==> src/rtl/core/prc_pkg.sv <==
package prc_pkg;

  localparam int unsigned BYTE_W     = 8;
  localparam int unsigned SEED_W     = 16;
  localparam int unsigned GEN_W      = 17;
  localparam int unsigned PROD_W     = 23;
  localparam int unsigned CFG_IDX_W  = 2;
  localparam int unsigned ROT_W      = 7;

  localparam logic [6:0]        GEN_MULT    = 7'd75;
  localparam logic [GEN_W-1:0]  GEN_MOD     = 17'd65537;
  localparam logic [GEN_W-1:0]  GEN_RESET   = 17'd1;
  localparam logic [BYTE_W-1:0] PRINT_FIRST = 8'd32;
  localparam logic [BYTE_W-1:0] PRINT_END   = 8'd128;
  localparam logic [ROT_W:0]    PRINT_COUNT = 8'd96;

  // reciprocal of 3 scaled by 2^13, exact floor for values below 4096
  localparam logic [11:0] RECIP3 = 12'd2731;

  typedef enum logic [CFG_IDX_W-1:0] {
    REG_DECRYPT_MODE = 2'd0,
    REG_INITIAL_SEED = 2'd1
  } cfg_reg_t;

endpackage

==> src/rtl/core/prng_rotation_stream_cipher.sv <==
// Byte stream cipher: every accepted beat advances a Lehmer generator
// (g = g*75 mod 65537, reset to 1) and a byte in 32..127 is rotated within
// those 96 codes by g mod 96, forward when decrypt_mode is 0 and backward
// when it is 1; other bytes pass unchanged while the generator still steps.
// One beat is taken every cycle while the output is not stalled; a beat's
// result passes through the input register, holding the byte with the new
// generator value, and then the output register after the rotation.
// Register 0 is decrypt_mode, register 1 is the seed, and a seed write
// reloads the generator. Write registers only while no beat is in flight.
module prng_rotation_stream_cipher (
  input  logic                             clk,
  input  logic                             rst,
  input  logic                             cfg_valid,
  output logic                             cfg_ready,
  input  logic [prc_pkg::CFG_IDX_W-1:0]    cfg_index,
  input  logic [prc_pkg::SEED_W-1:0]       cfg_data,
  input  logic                             s_axis_tvalid,
  output logic                             s_axis_tready,
  input  logic [prc_pkg::BYTE_W-1:0]       s_axis_tdata,  // [7:0] data_byte
  output logic                             m_axis_tvalid,
  input  logic                             m_axis_tready,
  output logic [prc_pkg::BYTE_W-1:0]       m_axis_tdata   // [7:0] out_byte
);
  import prc_pkg::*;

  logic              decrypt_mode;
  logic [GEN_W-1:0]  gen;
  logic [GEN_W-1:0]  gen_next;
  logic [PROD_W-1:0] prod;
  logic [15:0]       prod_lo;
  logic [6:0]        prod_hi;

  logic              in_valid;
  logic [BYTE_W-1:0] in_byte;
  logic [GEN_W-1:0]  in_gen;

  logic              out_load;
  logic              in_load;
  logic              cfg_wr;

  logic [11:0]       amt_hi;
  logic [23:0]       q_prod;
  logic [10:0]       q3;
  logic [1:0]        r3;
  logic [ROT_W-1:0]  amount;
  logic [ROT_W-1:0]  pos;
  logic [ROT_W:0]    rot_sum;
  logic [ROT_W:0]    rot_fix;
  logic              printable;
  logic [BYTE_W-1:0] out_next;

  assign cfg_ready = 1'b1;
  assign cfg_wr    = cfg_valid && cfg_ready;

  assign out_load      = in_valid && (!m_axis_tvalid || m_axis_tready);
  assign s_axis_tready = !in_valid || out_load;
  assign in_load       = s_axis_tvalid && s_axis_tready;

  // generator step
  always_comb begin
    prod    = {6'd0, gen} * {16'd0, GEN_MULT};
    prod_lo = prod[15:0];
    prod_hi = prod[22:16];
    if (prod_lo >= {9'd0, prod_hi}) begin
      gen_next = {1'b0, prod_lo} - {10'd0, prod_hi};
    end else begin
      gen_next = {1'b0, prod_lo} + GEN_MOD - {10'd0, prod_hi};
    end
  end

  // rotation amount = gen mod 96 = (gen[16:5] mod 3) * 32 + gen[4:0]
  always_comb begin
    amt_hi  = in_gen[16:5];
    q_prod  = {12'd0, amt_hi} * {12'd0, RECIP3};
    q3      = q_prod[23:13];
    r3      = 2'(amt_hi - 12'(q3 * 2'd3));
    amount  = {r3, in_gen[4:0]};
    printable = (in_byte >= PRINT_FIRST) && (in_byte < PRINT_END);
    pos     = ROT_W'(in_byte - PRINT_FIRST);
    if (decrypt_mode) begin
      rot_sum = {1'b0, pos} + PRINT_COUNT - {1'b0, amount};
    end else begin
      rot_sum = {1'b0, pos} + {1'b0, amount};
    end
    if (rot_sum >= PRINT_COUNT) begin
      rot_fix = rot_sum - PRINT_COUNT;
    end else begin
      rot_fix = rot_sum;
    end
    if (printable) begin
      out_next = rot_fix + PRINT_FIRST;
    end else begin
      out_next = in_byte;
    end
  end

  always_ff @(posedge clk) begin
    if (rst) begin
      decrypt_mode  <= 1'b0;
      gen           <= GEN_RESET;
      in_valid      <= 1'b0;
      m_axis_tvalid <= 1'b0;
    end else begin
      if (cfg_wr) begin
        case (cfg_index)
          REG_DECRYPT_MODE: decrypt_mode <= cfg_data[0];
          REG_INITIAL_SEED: gen          <= {1'b0, cfg_data};
          default: ;
        endcase
      end
      if (in_load && !(cfg_wr && cfg_index == REG_INITIAL_SEED)) begin
        gen <= gen_next;
      end
      if (in_load) begin
        in_valid <= 1'b1;
      end else if (out_load) begin
        in_valid <= 1'b0;
      end
      if (out_load) begin
        m_axis_tvalid <= 1'b1;
      end else if (m_axis_tready) begin
        m_axis_tvalid <= 1'b0;
      end
    end
  end

  always_ff @(posedge clk) begin
    if (in_load) begin
      in_byte <= s_axis_tdata;
      in_gen  <= gen_next;
    end
    if (out_load) begin
      m_axis_tdata <= out_next;
    end
  end

  a_gen_range: assert property (@(posedge clk) disable iff (rst)
    gen <= 17'h10000)
    else $error("generator out of range");

  a_amount_range: assert property (@(posedge clk) disable iff (rst)
    in_valid |-> {1'b0, amount} < PRINT_COUNT)
    else $error("rotation amount out of range");

  a_class_kept: assert property (@(posedge clk) disable iff (rst)
    out_load |=> ((m_axis_tdata >= PRINT_FIRST && m_axis_tdata < PRINT_END) ==
                  ($past(in_byte) >= PRINT_FIRST && $past(in_byte) < PRINT_END)))
    else $error("printable class changed");

  a_seed_load: assert property (@(posedge clk) disable iff (rst)
    (cfg_wr && cfg_index == REG_INITIAL_SEED) |=> gen == {1'b0, $past(cfg_data)})
    else $error("seed write did not load generator");

endmodule
==> config.mk <==
export PLATFORM = sky130hd
export DESIGN_NAME = prng_rotation_stream_cipher
export DESIGN_NICKNAME = d
export VERILOG_FILES = /design/src/rtl/core/prc_pkg.sv /design/src/rtl/core/prng_rotation_stream_cipher.sv
export SDC_FILE = /design/constraint.sdc
export NUM_CORES = 1
export LEC_CHECK = 0
export BUFFER_PORTS_ARGS = -buffer_cell sky130_fd_sc_hd__buf_2
export CAP_MARGIN = 0
export CORE_MARGIN = 2
export CORE_UTILIZATION = 44
export CTS_BUF_LIST = sky130_fd_sc_hd__clkbuf_4 sky130_fd_sc_hd__clkbuf_8 sky130_fd_sc_hd__clkbuf_16
export DETAILED_ROUTE_END_ITERATION = 10
export MAX_ROUTING_LAYER = met4
export SLEW_MARGIN = 20
export SYNTH_ARGS = -nofsm -noshare
export SYNTH_HDL_FRONTEND = slang
export SYNTH_SLANG_ARGS = --single-unit
==> constraint.sdc <==
create_clock -name clk -period 13.3 [get_ports clk]
set_clock_uncertainty 0.15 [all_clocks]
set_input_delay 1.33 -clock clk [delete_from_list [all_inputs] [get_ports clk]]
set_output_delay 1.33 -clock clk [all_outputs]
set_load 0.05 [all_outputs]
==> key figures <==
Critical path
  • Family with the most delay on the worst path: adder cells
  • Critical path class: reg2reg
  • Slowest-stage cell, CP: fa_1
  • R2R depth: 33
  • Worst path required time: 13.20 ns
  • Critical Path AT: 7.40 ns
  • Total stage count of the critical path: 33
  • CP max FO: 5
  • Worst path bufs/invs: 2
  • R2R Setup Slk: 5.80 ns
  • Cell mode on critical path: ha_1
  • CP startpoint kind: flop
  • Crit path largest cell delay: 0.54 ns
  • Worst setup EP type: flop

Clock tree
  • Total setup buffers inserted after CTS: 0
  • CTS HTree Levels: 2
  • CTS tree: built
  • Resized cells post-CTS: 0
  • Clk root buf: clkbuf_16
  • Cts bufs inserted: 5
  • Cts hold-fix bufs: 0
  • Clk slew on worst S/H paths: 0.07 ns
  • Clock tree buffer depth: 2
  • Worst skew pair latency: 0.30 ns
  • CTS Sinks: 53

Yosys
  • Mapped cell area: 8340 sq um
  • Count of cell types in the netlist: 71
  • Async set-or-reset flop fraction in the synthesized netlist: 0%
  • Register area share after synthesis: 16.7%
  • Post-Syn Instances: 939
  • Synth Flop Type: edfxtp_1
  • Flops & latches, synth: 53
  • Syn Area/Cell: 8.89 sq um
  • Ys Warns: 0
  • Number of flops mapped to enable cells by yosys: 33
  • Synth Net Count: 1198

Detailed routing
  • Number of routed nets with antenna violations: 0
  • DRC violations left: 0
  • Via count: 6262
  • Detailed router's first-iteration violation count: 327
  • Drt via density: 5.18
  • DR pass1 iterations: 5
  • Avg WL per Cell: 15.2 um
  • Routed wire length: 18400 um

Job
  • Maxcap violations: 0

STA
  • Fin. max-slew vios: 0
  • Setup_tns: 0 ns
  • Final Cycle Share: 56.4%
  • Min cycle time layout: 7.50 ns
  • RSZ-0062 raised after global routing: no
  • Hold Vio Cnt, Final: 0
  • Setup Viol. Count Final: 0
  • Final hold slack: 0.364 ns
  • FMAX: 133 MHz
  • Worst-margin pin slew: 0.863 ns
  • Rel. slew slack: 41.7%

Final layout
  • Final #Nets: 1232
  • Non-Filler Instances: 1208
  • Layout cell share with drive strength beyond 1: 6.47%
  • Fill cell count: 1810
  • Antenna Cells: 0
  • Final Cell Area: 8920 sq um
  • Layout area overhead: 6.88%

GRT
  • GRT overflow: 0
  • Largest net degree at the start of global routing: 26
  • Number of global-route vias before repair: 6014
  • Antenna violations before repair: 0
  • First-pass GRT wire length: 30300 um
  • GRT Util Overall: 19.5%

Floorplan
  • DIE HEIGHT: 142 um
  • I/O Pins: 42
  • Die area: 20100 sq um
  • DIE WIDTH: 142 um
  • Initial core utilization: 44.8%
  • Row Count: 50
  • Core box area: 18600 sq um

Placed design
  • Input/output buffers: 40
  • Placed Cells: 1200
  • Dpl hpwl: 15900 um
  • Final GP Congestion: 0.944
  • Placement Cell Area: 8770 sq um

Hold path
  • Type of the tightest min-delay check: reg2reg
  • Hold Crit Depth: 2

Outcome
  • Status: finished, final reports clean
[synthesized netlist by cell type, types with 5 or more instances]
master,n,share of area [%]
nand2b_1,7,0.52
nand3_1,14,0.84
clkbuf_1,9,0.40
edfxtp_1,33,12
nor3b_1,5,0.45
dfxtp_1,20,4.8
and2_1,7,0.52
o32ai_1,6,0.63
ha_1,169,25
o31ai_1,6,0.54
a211oi_1,7,0.63
inv_1,206,9.3
a21oi_1,47,2.8
xnor2_1,43,4.5
nand4_1,7,0.52
nor3_1,14,0.84
a31oi_1,8,0.60
mux2i_1,10,1.2
xor2_1,21,2.2
o21a_1,7,0.63
nor2_1,55,2.5
and3_1,5,0.37
nor2b_1,7,0.52
nand2_1,42,1.9
o21ai_0,37,2.2
a21o_1,10,0.90
fa_1,59,14
[logic make-up after synthesis]
logic type      share of synthesized area, %
compound gates                          13.2
fa+ha+maj                               39.5
xor+xnor                                7.20
other cells                           0.0449
flops                                   16.7
buf+inv                                 10.1
simple gates                            11.6
mux                                     1.60
[per-stage QoR]
| step | setup slack (ns) | util (%) |
|---|---|---|
| 2_1_floorplan | 6.42 | - |
| 3_5_place_dp | 5.77 | 47.1 |
| 6_report | 5.80 | 47.8 |
| 5_1_grt | 5.15 | 47.8 |
| 3_3_place_gp | 5.76 | 47.1 |
| 4_1_cts | 5.73 | 47.8 |
[final timing paths]
check | start | end
setup reg to reg | in_gen[5] | m_axis_tdata[7]
hold / removal | in_valid | m_axis_tvalid
setup / recovery | in_gen[5] | m_axis_tdata[7]
hold reg to reg | in_valid | m_axis_tvalid
[cells in the final DEF, fill, tap and decap left out, types with 8 or more instances in the layout]
| cell type | n |
|---|---|
| inv_1 | 206 |
| ha_1 | 169 |
| fa_1 | 59 |
| nor2_1 | 55 |
| a21oi_1 | 47 |
| xnor2_1 | 43 |
| nand2_1 | 42 |
| buf_2 | 40 |
| o21ai_0 | 37 |
| edfxtp_1 | 33 |
| xor2_1 | 21 |
| dfxtp_1 | 20 |
| nor3_1 | 14 |
| nand3_1 | 14 |
| a21o_1 | 10 |
| mux2i_1 | 10 |
| a31oi_1 | 8 |
[worst reg2reg max path: cells and delay by family (launching register included)]
family	cells	cell delay, ns
buf+inv	2	0.09
fa+ha+maj	9	3.11
simple gates	7	1.02
compound gates	8	1.26
flops	1	0.52
xor+xnor	7	1.11
[final cells by class]
class | instances | area (sq um) | area share (%)
flip-flops and latches | 53 | 1390 | 15.6
multi-input cells | 666 | 6110 | 68.5
clock buffers | 5 | 125 | 1.40
inverters | 206 | 773 | 8.67
clock inverters | 3 | 21.3 | 0.238
well taps | 234 | 293 | 3.28
repair buffers | 41 | 208 | 2.33
[sequential cells by signal (all words and copies together) (netlist names)]
signal / flops
m_axis_tdata: 8
in_valid: 1
m_axis_tvalid: 1
in_gen: 17
gen: 17
decrypt_mode: 1
in_byte: 8
[routing by layer]
| metal | global-route usage, % | vias to the layer above | wire length [um] |
|---|---|---|---|
| li1 | - | 3214 | - |
| met5 | - | - | 0 |
| met1 | 26.5 | 2929 | 9010 |
| met2 | 31.9 | 101 | 8530 |
| met3 | 1.79 | 18 | 595 |
| met4 | 4.11 | 0 | 289 |
Power is left out: the tool's default activity adds up to more than one toggle a clock period on the data nets, which glitch-free logic cannot reach.
